[config.mk]
export PLATFORM = sky130hd
export DESIGN_NAME = vn_isqrt
export DESIGN_NICKNAME = d
export VERILOG_FILES = /design/src/rtl/vn_isqrt.sv
export SDC_FILE = /design/constraint.sdc
export NUM_CORES = 2
export LEC_CHECK = 0
export ABC_AREA = 0
export ABC_CLOCK_PERIOD_IN_PS = 5150
export BUFFER_PORTS_ARGS = -buffer_cell sky130_fd_sc_hd__buf_4
export CAP_MARGIN = 10
export CORE_MARGIN = 1.5
export CORE_UTILIZATION = 40
export CTS_CLUSTER_DIAMETER = 80
export DETAILED_ROUTE_END_ITERATION = 6
export PLACE_DENSITY = 0.62
export RECOVER_POWER = 50
export SKIP_LAST_GASP = 1
export SYNTH_ARGS = -nofsm -noshare
export SYNTH_HDL_FRONTEND = slang
export SYNTH_SLANG_ARGS = --single-unit
[constraint.sdc]
create_clock -name aclk -period 5.15 [get_ports aclk]
set_clock_uncertainty 0.05 [all_clocks]
set_input_delay 0.515 -clock aclk [delete_from_list [all_inputs] [get_ports aclk]]
set_output_delay 0.515 -clock aclk [all_outputs]
set_load 0.02 [all_outputs]
[src/rtl/vn_isqrt.sv]
// Pipelined integer square root, one root bit per stage, with side data alongside.
`timescale 1ns / 1ps
`default_nettype none
module vn_isqrt #(
    parameter int W      = 32,
    parameter int SIDE_W = 8
) (
    input  wire logic              aclk,
    input  wire logic              adv,
    input  wire logic [2*W+1:0]    rad,
    input  wire logic [SIDE_W-1:0] side_in,
    output logic [W-1:0]           root,
    output logic [SIDE_W-1:0]      side_out
);
    logic [2*W+1:0]    rem_reg  [W];
    logic [W-1:0]      root_reg [W];
    logic [SIDE_W-1:0] side_reg [W];

    for (genvar k = 0; k < W; k++) begin : g_stage
        localparam int B = W - 1 - k;
        logic [2*W+1:0]    rem_in;
        logic [W-1:0]      root_in;
        logic [SIDE_W-1:0] side_i;
        logic [2*W+1:0]    trial;
        if (k == 0) begin : g_first
            assign rem_in  = rad;
            assign root_in = '0;
            assign side_i  = side_in;
        end else begin : g_rest
            assign rem_in  = rem_reg[k-1];
            assign root_in = root_reg[k-1];
            assign side_i  = side_reg[k-1];
        end
        assign trial = ((2*W+2)'(root_in) << (B + 1)) + ((2*W+2)'(1) << (2 * B));
        always_ff @(posedge aclk) begin
            if (adv) begin
                side_reg[k] <= side_i;
                if (rem_in >= trial) begin
                    rem_reg[k]  <= rem_in - trial;
                    root_reg[k] <= root_in | (W'(1) << B);
                end else begin
                    rem_reg[k]  <= rem_in;
                    root_reg[k] <= root_in;
                end
            end
        end
    end

    assign root     = root_reg[W-1];
    assign side_out = side_reg[W-1];
endmodule
`default_nettype wire

==> impl_metrics.json <==
{
  "synth_top_area_frac": 0.6440,
  "synth_top_cell_by_area": "edfxtp_1",
  "die-area_um2": 333400,
  "ir_drop_v": 0.0003435,
  "hpwl_um": 245100,
  "arrival_ns": 5.51,
  "finalSetupViolations": 0,
  "drt_iter0_markers": 7445,
  "largest_reg_flops": 2046,
  "grt_use_total": 0.1911,
  "synthToLayoutAreaGrowth_pct": 12.57,
  "die_h_um": 577.4,
  "viasPerCell": 5.449,
  "synth_edf_count": 2830,
  "synth_cell_types": 83,
  "cts-root-buf": "clkbuf_16",
  "r2r_start": "rem_reg[1][696]",
  "finalMaxSlewViolations": 798,
  "ys_ff_latch": 2830,
  "wl_um": 325800,
  "yosysMostFrequentCell": "edfxtp_1",
  "cts-htree-levels": 5,
  "tritoncts": "yes",
  "cp-startpoint": "rem_reg[1][696]",
  "cp_max_fo": 8,
  "path_class": "register to register",
  "synth_nets": 10950,
  "gp_congestion": 0.9301,
  "hold_viol": 0,
  "synthFlopType": "edfxtp_1",
  "synthesis.area_um2": 132000,
  "wl_per_cell_um": 21.33,
  "final.period_utilization": 0.9552,
  "slew_headroom": -1.936,
  "run_status": "finished, violations left",
  "clk_path_buf_depth": 4,
  "cts_resized": 0,
  "grt_pass1_wl_um": 492700,
  "layout.nets": 11310,
  "hold-worst-slack_ns": 0.3105,
  "dieWidth_um": 577.4,
  "num_vias": 83210,
  "portBuffers": 115,
  "leakage_nw": 54.54,
  "avgSynthCellArea_um2": 12.79,
  "rsz0062_at_grt": "false",
  "insertion_delay_ns": 0.90,
  "path_clk_slew_ns": 0.06,
  "ys_seq_area_frac": 0.6440,
  "synth_cells": 10320,
  "core_um2": 327700,
  "fin_tns_setup_ns": 0,
  "rows": 210,
  "drive_gt1_frac": 0.06602,
  "p_total_mw": 64.51,
  "numCtsBuffers": 309,
  "cts_sinks": 2830,
  "grt_start_max_net_pins": 180,
  "powerDensity_nw_per_um2": 434.2,
  "max_freq_mhz": 203.3,
  "first_global_vias": 81540,
  "ys_warn_count": 0,
  "ant_nets": 0,
  "worst_pin_slew_ns": 4.403,
  "finalCriticalPeriod_ns": 4.919,
  "synthArstFlopShare": 0,
  "hold_start": "rad[56]",
  "num_io_pins": 116,
  "antenna_found_initial": 9,
  "endpoint_kind": "register",
  "drc": 0,
  "crit_path_start_kind": "register",
  "violations": "capacitance limit, slew limit",
  "synthTopCellsByCount": "edfxtp_1, nand2_1, inv_1",
  "dr.pass1.iters": 6,
  "required_ns": 5.74,
  "hp-class": "input port to register",
  "cap_viol_max_count": 10,
  "synth.area.top_cells": "edfxtp_1, ha_1, xor2_1, xnor2_1, nand2_1",
  "overflow": 0,
  "start_util": 0.4027
}
==> critical path: stages (launching register included) <==
cell and delay, ns:
edfxtp_1 0.40, ha_1 0.39, nor4b_1 0.53, nand4_1 0.34
nor4_1 1.00, nor4bb_1 0.28, nand3_1 0.15, o31ai_1 0.09
nor4_1 0.65, and3_1 0.47, nand3b_1 0.16, xnor2_1 0.15
==> layer usage <==
layer  wire length, um  share of wire  global-route usage
met1            138600           0.43              0.2491
met3             17620          0.054             0.02385
met4             12330          0.038             0.06976
met2            157200           0.48              0.3268
met5                12       0.000037                   0
==> area by class of cell <==
type                    count  area, um^2
fillers                 28870      179100
well taps                4346        5438
repair buffers            292        2180
clock inverters           192        1608
flip-flops and latches   2830       84980
clock buffers             364        8152
diodes                      2       5.005
inverters                 678        2545
multi-input cells        6565       43640
==> cells by family (layout without fill, tap and decap cells) <==
family	after synthesis	in the layout	synth area share
other cells	0	2	0
flops	2830	2830	0.6440
fa+ha+maj	558	558	0.05291
buf+inv	924	1526	0.02633
mux	60	60	0.005006
simple gates	3125	3125	0.1221
xor+xnor	932	932	0.06192
compound gates	1890	1890	0.08772
==> metrics by stage <==
stage / util / worst slack, ns / instances / cell area [um^2]
4_1_cts: 0.4543 / 0.3582 / 15270 / 148800
5_1_grt: 0.4534 / 0.02682 / 15270 / 148600
6_report: 0.4534 / 0.2307 / 15270 / 148600
3_3_place_gp: 0.4221 / 0.1463 / 14630 / 138300
3_5_place_dp: 0.4221 / 0.4012 / 14630 / 138300
2_1_floorplan: - / 0.3941 / 10320 / 132000
==> repair_timing <==
action / CTS / global route
hold buffers: 77 / 0
setup buffers: 0 / 0
endpoints found under the hold margin: 83 / 0
==> path summary, 6_finish.rpt <==
kind	end	slack, ns	cells past startpoint
setup / recovery	rem_reg[1][782]	0.23	11
hold / removal	rem_reg[0][56]	0.31	2
setup reg to reg	rem_reg[1][782]	0.23	11
hold reg to reg	root_reg[1][367]	0.33	0
==> layout by cell type (no fill, tap or decap), drive strengths merged, types with 48 or more instances in the layout <==
cell	n
nand4	172
nor2b	70
a21o	264
clkinv	133
inv	696
mux2	48
nand2	814
o21bai	48
nand3	147
nor2	578
dlygate4sd3	77
nor4b	56
a21oi	540
edfxtp	2830
or3	116
a31oi	50
xor2	522
nor4	415
buf	102
clkbuf	477
xnor2	410
nor3	296
ha	558
o21a	101
nand2b	118
or4	83
o21ai	588
==> report_power, final <==
group	leakage (nW)	internal [mW]	switching [mW]
combinational	22.5	4.76	7.36
clock	4.74	12.3	9.08
sequential	27.3	28.9	2.14
total	54.5	45.9	18.6
No activity file was read; power rests on OpenSTA's default activity.
