===== src/rtl/vn_pkg.sv =====
// Shared constants for the 3D vector normalisation pipeline.
`timescale 1ns / 1ps
`default_nettype none
package vn_pkg;
    localparam int COMP_W_DEF = 32;
    localparam int UNIT_W     = 32;
    localparam int MAG_W      = 32;
    localparam int FRAC_BITS  = 30;
    localparam int DIV_BITS   = FRAC_BITS + 1;
    localparam int OUT_TW     = 3 * UNIT_W + MAG_W;
endpackage
`default_nettype wire


===== src/rtl/vn_div_lane.sv =====
// One lane: pipelined restoring division of a component by the length, to signed Q1.30.
`timescale 1ns / 1ps
`default_nettype none
module vn_div_lane #(
    parameter int W = 32
) (
    input  wire logic                       aclk,
    input  wire logic                       adv,
    input  wire logic [W-1:0]               mag,
    input  wire logic [W-1:0]               abs_val,
    input  wire logic                       neg,
    output logic signed [vn_pkg::UNIT_W-1:0] unit
);
    import vn_pkg::*;

    logic [W:0]          r_reg   [DIV_BITS];
    logic [DIV_BITS-1:0] q_reg   [DIV_BITS];
    logic [W-1:0]        d_reg   [DIV_BITS];
    logic                neg_reg [DIV_BITS];
    logic [DIV_BITS-1:0] q_fin;
    logic [UNIT_W-1:0]   q_ext;

    for (genvar k = 0; k < DIV_BITS; k++) begin : g_stage
        localparam int B = DIV_BITS - 1 - k;
        logic [W:0]          r_in;
        logic [DIV_BITS-1:0] q_in;
        logic [W-1:0]        d_in;
        logic                n_in;
        logic [W:0]          r_sub;
        logic                take;
        if (k == 0) begin : g_first
            assign r_in = {1'b0, abs_val};
            assign q_in = '0;
            assign d_in = mag;
            assign n_in = neg;
        end else begin : g_rest
            assign r_in = r_reg[k-1];
            assign q_in = q_reg[k-1];
            assign d_in = d_reg[k-1];
            assign n_in = neg_reg[k-1];
        end
        assign take  = r_in >= {1'b0, d_in};
        assign r_sub = take ? (r_in - {1'b0, d_in}) : r_in;
        always_ff @(posedge aclk) begin
            if (adv) begin
                r_reg[k]   <= {r_sub[W-1:0], 1'b0};
                q_reg[k]   <= take ? (q_in | (DIV_BITS'(1) << B)) : q_in;
                d_reg[k]   <= d_in;
                neg_reg[k] <= n_in;
            end
        end
    end

    assign q_fin = q_reg[DIV_BITS-1][DIV_BITS-1] ? (DIV_BITS'(1) << FRAC_BITS)
                                                  : q_reg[DIV_BITS-1];
    assign q_ext = UNIT_W'(q_fin);
    assign unit  = neg_reg[DIV_BITS-1] ? (~q_ext + UNIT_W'(1)) : q_ext;
endmodule
`default_nettype wire


===== config.mk =====
export PLATFORM = sky130hd
export DESIGN_NAME = vn_div_lane
export DESIGN_NICKNAME = d
export VERILOG_FILES = /design/src/rtl/vn_pkg.sv /design/src/rtl/vn_div_lane.sv
export SDC_FILE = /design/constraint.sdc
export NUM_CORES = 2
export LEC_CHECK = 0
export BUFFER_PORTS_ARGS = -buffer_cell sky130_fd_sc_hd__buf_4
export CORE_MARGIN = 4
export CORE_UTILIZATION = 60
export DETAILED_ROUTE_END_ITERATION = 12
export PLACE_DENSITY = 0.76
export SETUP_SLACK_MARGIN = 0.05
export SKIP_CTS_REPAIR_TIMING = 1
export SLEW_MARGIN = 20
export SYNTH_ARGS = -nofsm -noshare
export SYNTH_HDL_FRONTEND = slang
export SYNTH_SLANG_ARGS = --single-unit
export TNS_END_PERCENT = 20

===== constraint.sdc =====
create_clock -name aclk -period 4.6 [get_ports aclk]
set_input_delay 0.46 -clock aclk [delete_from_list [all_inputs] [get_ports aclk]]
set_output_delay 0.46 -clock aclk [all_outputs]
set_load 0.05 [all_outputs]

==> results.toml <==
[global_routing]
grt_antenna_before_repair = 6
gr-usage-all-layers = 0.276
first_global_vias = 90800
maximum_number_of_pins_on_one_net_before_global_route_repair = 142
grt_pass1_wl_mm = 520
globalRouteOverflowTotal = 0

[timing]
timing.final.crit_period_ns = 4.53
fmax_mhz = 221
skew_ns = 0.0879
hold_viol = 0
post-route-period-util = 0.985
max_slew.worst_pin.slew_ns = 1.17
rsz0062_at_grt = "yes"
holdWs_ns = 0.134
final-max-slew-violation-count = 0
report.final.setup_viol = 0
relSlewSlack = 0.216

[critical_path]
crit_required_ns = 4.14
cp_data_arrival_time_ns = 4.07
critPathLaunchType = "register"
path_class = "register to output port"
register_to_register_path_setup_slack_ns = 0.35
critical_path.max_fanout = 8
worst_setup_path_end_kind = "output port"

[placed_design]
dp_hpwl_mm = 246
post-place-cells = 15000
port_buffers = 98
gp_routability_congestion = 0.975

[detailed_routing]
ant_nets = 0
drtPass1Iterations = 6
route.detailed.wl_per_inst_um = 21.6
drt_drc_violations_left = 0
total_vias_in_the_final_route = 94800
via_per_inst = 6.09
detail_route.wirelength_mm = 336
initialDrtViolationCount = 9029

[logic_synthesis]
synth_edf_count = 2447
postSynthRegisterBits = 2447
syn_nets = 13100
syn-mean-instance-area_um2 = 11.4
ys.warnings.count = 0
synth_area_mm2 = 0.138
synth_cells = 12100
distinct_cell_type_count_of_the_synthesized_netlist = 103
synth-main-ff-cell = "sky130_fd_sc_hd__edfxtp_1"
asyncSetResetFlopFracSynth = 0
seq_area_frac_synth = 0.534

[clock_tree]
cts.sinks = 2447
h-tree-depth = 5
tritoncts = "built"
cts_made_buffers = 282
clk_pin_slew_worst_paths_ns = 0.06
clock_tree.buffer_depth = 4
clk-insertion-delay-late_ns = 0.94
cts_root_buffer = "sky130_fd_sc_hd__clkbuf_16"

[die]
count_of_boundary_i_o_pins = 99
rows = 175
fp.dieArea_mm2 = 0.237
fp.dieW_um = 487
design.core.area_mm2 = 0.228
die_height_um = 487
initial_utilization = 0.605

[status]
outcome = "finished, final reports clean"

[power_and_ir_drop]
power.total_mw = 112
total_leakage_power_nw = 62.6
power.density_mw_per_mm2 = 732
vdd_ir_drop_max_mv = 0.709

[run]
timing.max_cap.violations = 0

[finish]
layoutNonFillerInstCount = 15600
drive_above_1_share = 0.0984
num-nets-final = 13400
synthToLayoutAreaGrowth_pct = 10.7

[worst_hold_path]
hold_path.class = "input port to register"
==> path summary, 6_finish.rpt <==
check                startpoint             to  cells past startpoint
setup / recovery  q_reg[1][464]       unit[30]                     10
hold / removal              adv  d_reg[0][414]                      1
setup reg to reg  r_reg[0][131]  r_reg[0][176]                     11
hold reg to reg   neg_reg[0][5]  neg_reg[0][6]                      0
==> synth_stat cells (all sizes together) (18+ instances only) <==
master / n / area, um2
and2: 40 / 250
nor2b: 152 / 951
a21o: 553 / 4150
clkbuf: 204 / 766
nor4: 52 / 332
o21bai: 112 / 841
nand2: 761 / 2860
and4: 20 / 175
mux2i: 32 / 320
nor3: 138 / 691
o41ai: 20 / 183
a2111oi: 24 / 260
a21boi: 37 / 278
edfxtp: 2447 / 73500
a31oi: 105 / 676
o22ai: 18 / 113
mux2: 504 / 5770
o31ai: 71 / 557
a211oi: 84 / 651
a21oi: 966 / 4840
nor2: 682 / 2570
nand2b: 126 / 788
or2: 30 / 188
xnor2: 507 / 4440
a311oi: 23 / 214
inv: 1261 / 4730
buf: 74 / 445
fa: 30 / 601
a221oi: 23 / 208
o211ai: 41 / 308
o21a: 140 / 1050
a211o: 19 / 166
nand3: 177 / 886
o21ai: 727 / 3640
and3: 87 / 544
nand4: 156 / 976
xor2: 315 / 2760
or3: 52 / 325
o31a: 33 / 289
ha: 992 / 12400
==> kinds of logic (layout without fill, tap and decap cells) <==
| logic type | Yosys count | after routing | synth area share |
|---|---|---|---|
| flops | 2447 | 2447 | 0.534 |
| fa+ha+maj | 1022 | 1022 | 0.0945 |
| simple gates | 2545 | 2545 | 0.0880 |
| buf+inv | 1540 | 2045 | 0.0432 |
| xor+xnor | 822 | 822 | 0.0523 |
| compound gates | 3141 | 3141 | 0.144 |
| mux | 536 | 536 | 0.0442 |
| other cells | 0 | 3 | 0 |
==> metrics by stage <==
stage / worst slack [ns] / setup TNS (ns) / cell area [um2] / utilization
after global routing: -0.0205 / -0.0327 / 152000 / 0.669
after global placement: 0.554 / 0 / 143000 / 0.627
after floorplan: 1.18 / 0 / 138000 / -
after CTS: -0.116 / -0.116 / 152000 / 0.666
final: 0.0689 / 0 / 152000 / 0.669
after detailed placement: 0.519 / 0 / 143000 / 0.627
==> metal layers <==
metal  global-route usage  up-vias  wire length (um)
li1                     -    44800                 -
met1                0.409    46100            153000
met2                0.431     3308            153000
met3               0.0411      581             22300
met4               0.0689        0              8600
met5                    0        -                 0
==> layout by cell type, fill, tap and decap left out, drive strengths merged, types with 33 or more instances in the layout <==
cell type and instances:
a211oi 84, a21boi 37, a21o 553, a21oi 966, a31oi 105, and2 40
and3 87, buf 236, clkbuf 336, clkinv 94, dlygate4sd3 65, edfxtp 2447
ha 992, inv 1269, mux2 504, nand2 761, nand2b 126, nand3 177
nand4 156, nor2 682, nor2b 152, nor3 138, nor4 52, o211ai 41
o21a 140, o21ai 727, o21bai 112, o31a 33, o31ai 71, or3 52
xnor2 507, xor2 315
==> power by group <==
part / switching (mW) / internal [mW] / total (mW)
logic: 29.0 / 23.1 / 52.1
registers: 3.98 / 33.3 / 37.3
clock network: 8.87 / 13.3 / 22.2
total: 41.9 / 69.7 / 112
==> area by class of cell <==
cell class,count,area (um2)
multi-input cells,8066,58400
inverters,1262,4740
well taps,3009,3760
clock inverters,146,1580
flip-flops and latches,2447,73500
repair buffers,301,2960
diodes,3,7.51
fillers,16800,75400
clock buffers,336,7430
==> critical path, cell delays in order (launching register included) <==
cell and delay, ns:
sky130_fd_sc_hd__edfxtp_1 0.54, sky130_fd_sc_hd__inv_1 0.26, sky130_fd_sc_hd__nand2_1 0.15, sky130_fd_sc_hd__ha_1 0.18, sky130_fd_sc_hd__o21ai_0 0.27, sky130_fd_sc_hd__nor3_1 0.42
sky130_fd_sc_hd__o21ai_0 0.23, sky130_fd_sc_hd__nand2b_1 0.21, sky130_fd_sc_hd__o311ai_0 0.54, sky130_fd_sc_hd__nand2b_1 0.12, sky130_fd_sc_hd__buf_4 0.22
No activity file was read; power rests on OpenSTA's default activity.
